===== config.mk =====
export PLATFORM = sky130hd
export DESIGN_NAME = array_list_engine_top
export DESIGN_NICKNAME = d
export VERILOG_FILES = /design/src/sv/alist_pkg.sv /design/src/sv/alist_ram.sv /design/src/sv/array_list_engine_top.sv
export SDC_FILE = /design/constraint.sdc
export NUM_CORES = 2
export LEC_CHECK = 0
export BUFFER_PORTS_ARGS = -buffer_cell sky130_fd_sc_hd__buf_2
export CORE_MARGIN = 1
export CORE_UTILIZATION = 60
export CTS_BUF_LIST = sky130_fd_sc_hd__clkbuf_4
export CTS_CLUSTER_DIAMETER = 200
export DETAILED_ROUTE_END_ITERATION = 7
export MAX_ROUTING_LAYER = met4
export PLACE_DENSITY_LB_ADDON = 0.05
export SLEW_MARGIN = 20
export SYNTH_ARGS = -nofsm -noshare
export SYNTH_HDL_FRONTEND = slang
export SYNTH_SLANG_ARGS = --single-unit

===== constraint.sdc =====
create_clock -name clk -period 4.2 [get_ports clk]
set_input_delay 0.42 -clock clk [delete_from_list [all_inputs] [get_ports clk]]
set_output_delay 0.42 -clock clk [all_outputs]
set_load 0.005 [all_outputs]

===== src/sv/alist_pkg.sv =====
`default_nettype none

package alist_pkg;

  // list capacity and the widths that follow from it
  localparam int LIST_DEPTH = 64;
  localparam int IDX_W      = $clog2(LIST_DEPTH);
  localparam int CNT_W      = $clog2(LIST_DEPTH + 1);
  localparam int DATA_W     = 32;
  localparam int POS_W      = 6;
  localparam int COUNT_OUT_W = 7;

  typedef enum logic [1:0] {
    OP_INSERT = 2'd0,
    OP_SEARCH = 2'd1,
    OP_REMOVE = 2'd2,
    OP_CLEAR  = 2'd3
  } op_t;

  typedef enum logic [1:0] {
    STAT_OK      = 2'd0,
    STAT_FULL    = 2'd1,
    STAT_MISSING = 2'd2
  } status_t;

  typedef enum logic [1:0] {
    S_IDLE,
    S_SRCH,
    S_RM,
    S_OUT
  } state_t;

endpackage

`default_nettype wire


===== src/sv/alist_ram.sv =====
`default_nettype none

// simple dual-port RAM: one write port, one read port, registered read
module alist_ram #(
  parameter int WIDTH = 32,
  parameter int DEPTH = 64
) (
  input  wire logic                     clk,
  input  wire logic                     wr_en,
  input  wire logic [$clog2(DEPTH)-1:0] wr_addr,
  input  wire logic [WIDTH-1:0]         wr_data,
  input  wire logic [$clog2(DEPTH)-1:0] rd_addr,
  output logic      [WIDTH-1:0]         rd_data
);

  logic [WIDTH-1:0] mem [DEPTH];

  always_ff @(posedge clk) begin
    if (wr_en) begin
      mem[wr_addr] <= wr_data;
    end
    rd_data <= mem[rd_addr];
  end

endmodule

`default_nettype wire


===== src/sv/array_list_engine_top.sv =====
`default_nettype none

// Channel  Dir  Handshake            Beat
// in_      in   in_valid/in_ready    func, item_value, position
// out_     out  out_valid/out_ready  status, found, removed_value, entry_count, is_empty
//
// Insert and clear go straight to the output state, and the result is shown from the output register.
// Search: one RAM read per entry, each compared once its registered read data returns, early exit on a hit.
// Remove: one read/write pass from the position to the end; a missing position goes straight to output.
// The RAM port (one read, one write per cycle) sets the pace of search and remove.
// in_ready is low while an item is worked on and while its result waits.
// Reset clears the state, the count and the pending flag only; the entry RAM needs no clearing pass.

module array_list_engine_top (
  input  wire logic                                  clk,
  input  wire logic                                  rst_n,
  input  wire logic                                  in_valid,
  output logic                                       in_ready,
  input  wire logic [1:0]                            in_func,
  input  wire logic signed [alist_pkg::DATA_W-1:0]   in_item_value,
  input  wire logic [alist_pkg::POS_W-1:0]           in_position,
  output logic                                       out_valid,
  input  wire logic                                  out_ready,
  output logic [1:0]                                 out_status,
  output logic                                       out_found,
  output logic signed [alist_pkg::DATA_W-1:0]        out_removed_value,
  output logic [alist_pkg::COUNT_OUT_W-1:0]          out_entry_count,
  output logic                                       out_is_empty
);

  localparam int IDX_W  = alist_pkg::IDX_W;
  localparam int CNT_W  = alist_pkg::CNT_W;
  localparam int DATA_W = alist_pkg::DATA_W;
  localparam int POS_W  = alist_pkg::POS_W;
  localparam int OUT_W  = alist_pkg::COUNT_OUT_W;
  localparam logic [CNT_W-1:0] DEPTH_C = CNT_W'(alist_pkg::LIST_DEPTH);

  alist_pkg::state_t  state_r, state_nxt;
  alist_pkg::status_t status_r, status_nxt;
  logic [CNT_W-1:0]   count_r, count_nxt;
  logic [CNT_W-1:0]   idx_r, idx_nxt;
  logic [IDX_W-1:0]   pend_addr_r, pend_addr_nxt;
  logic               pend_r, pend_nxt;
  logic               first_r, first_nxt;
  logic               found_r, found_nxt;
  logic [DATA_W-1:0]  key_r, key_nxt;
  logic [DATA_W-1:0]  removed_r, removed_nxt;

  // RAM ports
  logic               wr_en;
  logic [IDX_W-1:0]   wr_addr;
  logic [DATA_W-1:0]  wr_data;
  logic [IDX_W-1:0]   rd_addr;
  logic [DATA_W-1:0]  rd_data;

  // common-width views for compares against the count
  logic [CNT_W+POS_W-1:0] pos_ext;
  logic [CNT_W+POS_W-1:0] cnt_ext;
  logic [CNT_W+OUT_W-1:0] cnt_out_ext;
  logic                   issue;

  assign pos_ext     = {{CNT_W{1'b0}}, in_position};
  assign cnt_ext     = {{POS_W{1'b0}}, count_r};
  assign cnt_out_ext = {{OUT_W{1'b0}}, count_r};
  assign issue       = (idx_r < count_r);

  alist_ram #(
    .WIDTH (DATA_W),
    .DEPTH (alist_pkg::LIST_DEPTH)
  ) u_ram (
    .clk     (clk),
    .wr_en   (wr_en),
    .wr_addr (wr_addr),
    .wr_data (wr_data),
    .rd_addr (rd_addr),
    .rd_data (rd_data)
  );

  // state and control registers
  always_ff @(posedge clk) begin
    if (!rst_n) begin
      state_r <= alist_pkg::S_IDLE;
      count_r <= '0;
      pend_r  <= 1'b0;
    end else begin
      state_r <= state_nxt;
      count_r <= count_nxt;
      pend_r  <= pend_nxt;
    end
  end

  // payload registers
  always_ff @(posedge clk) begin
    status_r    <= status_nxt;
    idx_r       <= idx_nxt;
    pend_addr_r <= pend_addr_nxt;
    first_r     <= first_nxt;
    found_r     <= found_nxt;
    key_r       <= key_nxt;
    removed_r   <= removed_nxt;
  end

  // sequencer
  always_comb begin
    state_nxt     = state_r;
    status_nxt    = status_r;
    count_nxt     = count_r;
    idx_nxt       = idx_r;
    pend_nxt      = pend_r;
    pend_addr_nxt = pend_addr_r;
    first_nxt     = first_r;
    found_nxt     = found_r;
    key_nxt       = key_r;
    removed_nxt   = removed_r;
    wr_en         = 1'b0;
    wr_addr       = count_r[IDX_W-1:0];
    wr_data       = key_r;
    rd_addr       = idx_r[IDX_W-1:0];

    unique case (state_r)
      alist_pkg::S_IDLE: begin
        if (in_valid) begin
          status_nxt  = alist_pkg::STAT_OK;
          found_nxt   = 1'b0;
          removed_nxt = '0;
          key_nxt     = in_item_value;
          pend_nxt    = 1'b0;
          first_nxt   = 1'b1;
          unique case (alist_pkg::op_t'(in_func))
            alist_pkg::OP_INSERT: begin
              if (count_r == DEPTH_C) begin
                status_nxt = alist_pkg::STAT_FULL;
              end else begin
                wr_en     = 1'b1;
                wr_data   = in_item_value;
                count_nxt = count_r + CNT_W'(1);
              end
              state_nxt = alist_pkg::S_OUT;
            end
            alist_pkg::OP_SEARCH: begin
              idx_nxt   = '0;
              state_nxt = alist_pkg::S_SRCH;
            end
            alist_pkg::OP_REMOVE: begin
              if (pos_ext >= cnt_ext) begin
                status_nxt = alist_pkg::STAT_MISSING;
                state_nxt  = alist_pkg::S_OUT;
              end else begin
                idx_nxt   = pos_ext[CNT_W-1:0];
                state_nxt = alist_pkg::S_RM;
              end
            end
            alist_pkg::OP_CLEAR: begin
              count_nxt = '0;
              state_nxt = alist_pkg::S_OUT;
            end
          endcase
        end
      end

      // read one entry a cycle, compare the one read last cycle
      alist_pkg::S_SRCH: begin
        pend_nxt = issue;
        idx_nxt  = issue ? idx_r + CNT_W'(1) : idx_r;
        if (pend_r && rd_data == key_r) begin
          found_nxt = 1'b1;
          pend_nxt  = 1'b0;
          state_nxt = alist_pkg::S_OUT;
        end else if (!pend_r && !issue) begin
          state_nxt = alist_pkg::S_OUT;
        end
      end

      // first read returns the removed entry, later ones move down by one
      alist_pkg::S_RM: begin
        pend_nxt      = issue;
        pend_addr_nxt = idx_r[IDX_W-1:0];
        idx_nxt       = issue ? idx_r + CNT_W'(1) : idx_r;
        if (pend_r) begin
          first_nxt = 1'b0;
          if (first_r) begin
            removed_nxt = rd_data;
          end else begin
            wr_en   = 1'b1;
            wr_addr = pend_addr_r - IDX_W'(1);
            wr_data = rd_data;
          end
        end
        if (!pend_r && !issue) begin
          count_nxt = count_r - CNT_W'(1);
          state_nxt = alist_pkg::S_OUT;
        end
      end

      alist_pkg::S_OUT: begin
        if (out_ready) begin
          state_nxt = alist_pkg::S_IDLE;
        end
      end

      default: state_nxt = alist_pkg::S_IDLE;
    endcase
  end

  // outputs; count is stable while the result waits
  assign in_ready          = (state_r == alist_pkg::S_IDLE);
  assign out_valid         = (state_r == alist_pkg::S_OUT);
  assign out_status        = status_r;
  assign out_found         = found_r;
  assign out_removed_value = removed_r;
  assign out_entry_count   = cnt_out_ext[OUT_W-1:0];
  assign out_is_empty      = (count_r == '0);

  // checks
  a_count_bound: assert property (@(posedge clk) disable iff (!rst_n)
    count_r <= DEPTH_C)
    else $error("list count above capacity");

  a_write_src: assert property (@(posedge clk) disable iff (!rst_n)
    wr_en |-> (state_r == alist_pkg::S_IDLE || state_r == alist_pkg::S_RM))
    else $error("RAM write outside insert or remove");

  a_return_idle: assert property (@(posedge clk) disable iff (!rst_n)
    (out_valid && out_ready) |=> in_ready)
    else $error("not ready after result beat");

  a_found_ok: assert property (@(posedge clk) disable iff (!rst_n)
    (out_valid && out_found) |-> (out_status == alist_pkg::STAT_OK && out_removed_value == '0))
    else $error("found set on a result that is not a search");

  a_count_hold: assert property (@(posedge clk) disable iff (!rst_n)
    (out_valid && !out_ready) |=> $stable(count_r))
    else $error("count moved while result waits");

endmodule

`default_nettype wire


==> flow_summary.yaml <==
pwr:
  ir_drop_v: 0.000743
  switching_share: 0.308
  sequentialPowerShare: 0.437
  p_switching_mw: 19.8
  p_per_area_nw_per_um2: 674
  comb_power_share: 0.296
  power_frac_clock: 0.266
  internal_power_mw: 44.5
  power.total_mw: 64.3
  power_leakage_nw: 31.0
timing:
  setup_ws_ns: 0.290
  fin_skew_ns: 0.0755
  period_share: 0.931
  finalMaxSlewViolations: 0
  relSlewSlack: 0.218
  setup-violations-final: 0
  worst_pin_slew_ns: 1.17
  fmax_mhz: 256
  fin_crit_ns: 3.91
  finalHoldViolations: 0
  grt_setup_unrepaired: "false"
  setup_tns_ns: 0
global_routing:
  overflow: 0
  antenna_found_initial: 11
  track_usage: 0.337
  grt_first_pass_wirelength_um: 316000
  grt_max_degree: 84
  first_global_vias: 43800
critical_path:
  arrival_ns: 4.77
  criticalPathCategory: "flop to flop"
  path_max_fanout: 32
  r2r-start: "out_entry_count[1]"
  critPathTopFamily: "buffers and inverters"
  cp-end-kind: "flop"
  required_ns: 5.06
  crit_slowest_cell: "buf_4"
  worstPathCellList: "inv_1 > ha_1 > nor3b_1 > a31oi_1 > and2_2 > a31o_2 > nand2_1 > buf_4 > nor2_4 > buf_4"
  cp-startpoint: "out_entry_count[1]"
  crit_path_max_incr_delay_ns: 0.87
  startpoint_type: "flop"
  path_buf_inv: 3
  crit_top_cell: "buf_4"
placed_design:
  dp_slack_ns: 0.484
  dp_cells: 5432
  portBuffers: 88
  place_hpwl_um: 119000
  place_congestion: 0.905
layout:
  final_cells: 6433
  fin_util: 0.692
  area_delta_synth_final_pct: 14.4
  layout.nets: 4354
  final_cell_mix: "2129 x edfxtp_1, 790 x clkbuf_4, 640 x mux4_2"
  final_common_cell: "edfxtp_1"
  drive_gt1_frac: 0.396
route:
  vias_per_cell: 6.70
  finalWirelength_um: 224000
  antenna_left: 0
  drt-wirelength-per-cell_um: 34.9
  num_vias: 43100
  drt_iter0_drc: 6371
  first_pass_iters: 8
  drcViolationCount: 0
cts:
  clock_sinks: 2171
  clkLatencyLatePin_ns: 1.31
  cts_max_level: 6
  cts_tree: "built"
  cts_inserted_buffers: 558
  cts-root-buf: "clkbuf_4"
  cts_buffer_depth: 4
  post_cts_buffers: 0
  clk_pin_slew_ns: 0.06
  post_cts_resized: 0
floorplanning:
  core_area_um2: 138000
  fp.dieW_um: 375
  rows: 136
  start_util: 0.605
  die_y_um: 375
  dieArea_um2: 140000
  ios: 89
yosys:
  synthSimpleGateAreaFrac: 0.0141
  synth_top_family_by_area: "multiplexers"
  ys_seq_elements: 2171
  synthXorXnorAreaFrac: 0.00431
  synth_sequential_area_ratio: 0.777
  async_reset_ff_frac: 0
  synthMuxAreaShare: 0.173
  synth_cell_types: 55
  synth_area_um2: 83300
  synth_largest_area_cell: "edfxtp_1"
  synthAdderAreaFrac: 0.00375
  synthesis.instances: 3531
  synth_edf_count: 2129
  yosysWarnings: 0
  yosys-top-cells-area: "edfxtp_1 77%, mux4_2 17%, dfxtp_1 1.0%"
  synth_nets: 3600
  synthFlopType: "edfxtp_1"
  synth_area_per_cell_um2: 23.6
  synth_top_area_frac: 0.767
  synth_compound_area_frac: 0.0151
min_path:
  hold_class: "input pin to flop"
  min-delay-start: "in_position[1]"
flow_run:
  max_cap_violations: 0
outcome:
  run_status: "finished, final reports clean"
## path summary, 6_finish.rpt
path                        endpoint  slack [ns]  depth (start not counted)
setup / recovery   u_ram.mem[26][20]        0.29                         10
hold / removal              idx_r[1]        0.11                          3
setup reg to reg   u_ram.mem[26][20]        0.29                         10
hold reg to reg   out_entry_count[1]        0.57                          2
## power groups by stage
stage | combinational (mW) | clock, mW | sequential, mW
3_3_place_gp | 18.5 | 0 | 28.5
2_1_floorplan | 12.5 | 0 | 28.4
5_1_grt | 20.1 | 18.5 | 28.1
4_1_cts | 19.0 | 17.4 | 28.1
3_5_place_dp | 18.9 | 0 | 28.5
6_report | 19.0 | 17.1 | 28.1
## flip-flops by register name (all words and copies together), names as in the netlist
signal / count
u_ram.rd_data: 32
out_removed_value: 32
state_r: 2
idx_r: 7
pend_addr_r: 6
u_ram.mem: 2048
key_r: 32
pend_r: 1
out_entry_count: 7
first_r: 1
out_status: 2
out_found: 1
## cells in the mapped netlist (32+ instances only)
cell,n
edfxtp_1,2129
mux4_2,640
clkbuf_1,116
nor2_1,87
nand2_1,76
a22oi_1,65
inv_1,49
dfxtp_1,42
buf_2,41
and2_1,35
xor2_1,35
a222oi_1,32
## tightest hold or removal path: cells and delay by family
kind / cells / cell delay [ns]
buffers and inverters: 2 / 0.67
AO/OA/AOI/OAI: 1 / 0.15
## metrics by stage
| step | cell area [um^2] | hold WS (ns) |
|---|---|---|
| 5_1_grt | 95300 | 0.0312 |
| 4_1_cts | 95300 | 0.00873 |
| 6_report | 95300 | 0.113 |
| 2_1_floorplan | 83300 | 0.452 |
| 3_5_place_dp | 87800 | 0.546 |
| 3_3_place_gp | 87800 | 0.531 |
## routing by layer
layer	GRT usage	up-vias	share of wire
met2	0.479	2921	0.46
met4	0.125	0	0.033
met3	0.104	448	0.13
met1	0.466	22800	0.38
met5	-	-	0
li1	-	17000	-
## layout make-up
cell class	instances	area, um^2
Antenna cell	11	27.5
Clock buffer	790	5930
Clock inverter	113	627
Fill cell	8422	42400
Inverter	51	191
Multi-Input combinational cell	1128	18100
Sequential cell	2171	64800
Tap cell	1794	2240
Timing Repair Buffer	375	3440
## repair_timing
item / CTS / global route
hold buffers: 87 / 0
setup endpoints to repair: 0 / 0
hold endpoints to repair: 520 / 0
## kinds of logic (layout without fill, tap and decap cells)
kind of cell             after synthesis  after routing
AND/OR/NAND/NOR                      256            256
other                                  0             11
adder cells (fa/ha/maj)               25             25
XOR/XNOR                              41             41
multiplexers                         642            642
buffers and inverters                232           1329
AO/OA/AOI/OAI                        164            164
flip-flops                          2171           2171
Note: power is estimated with default switching activity, not from simulation.
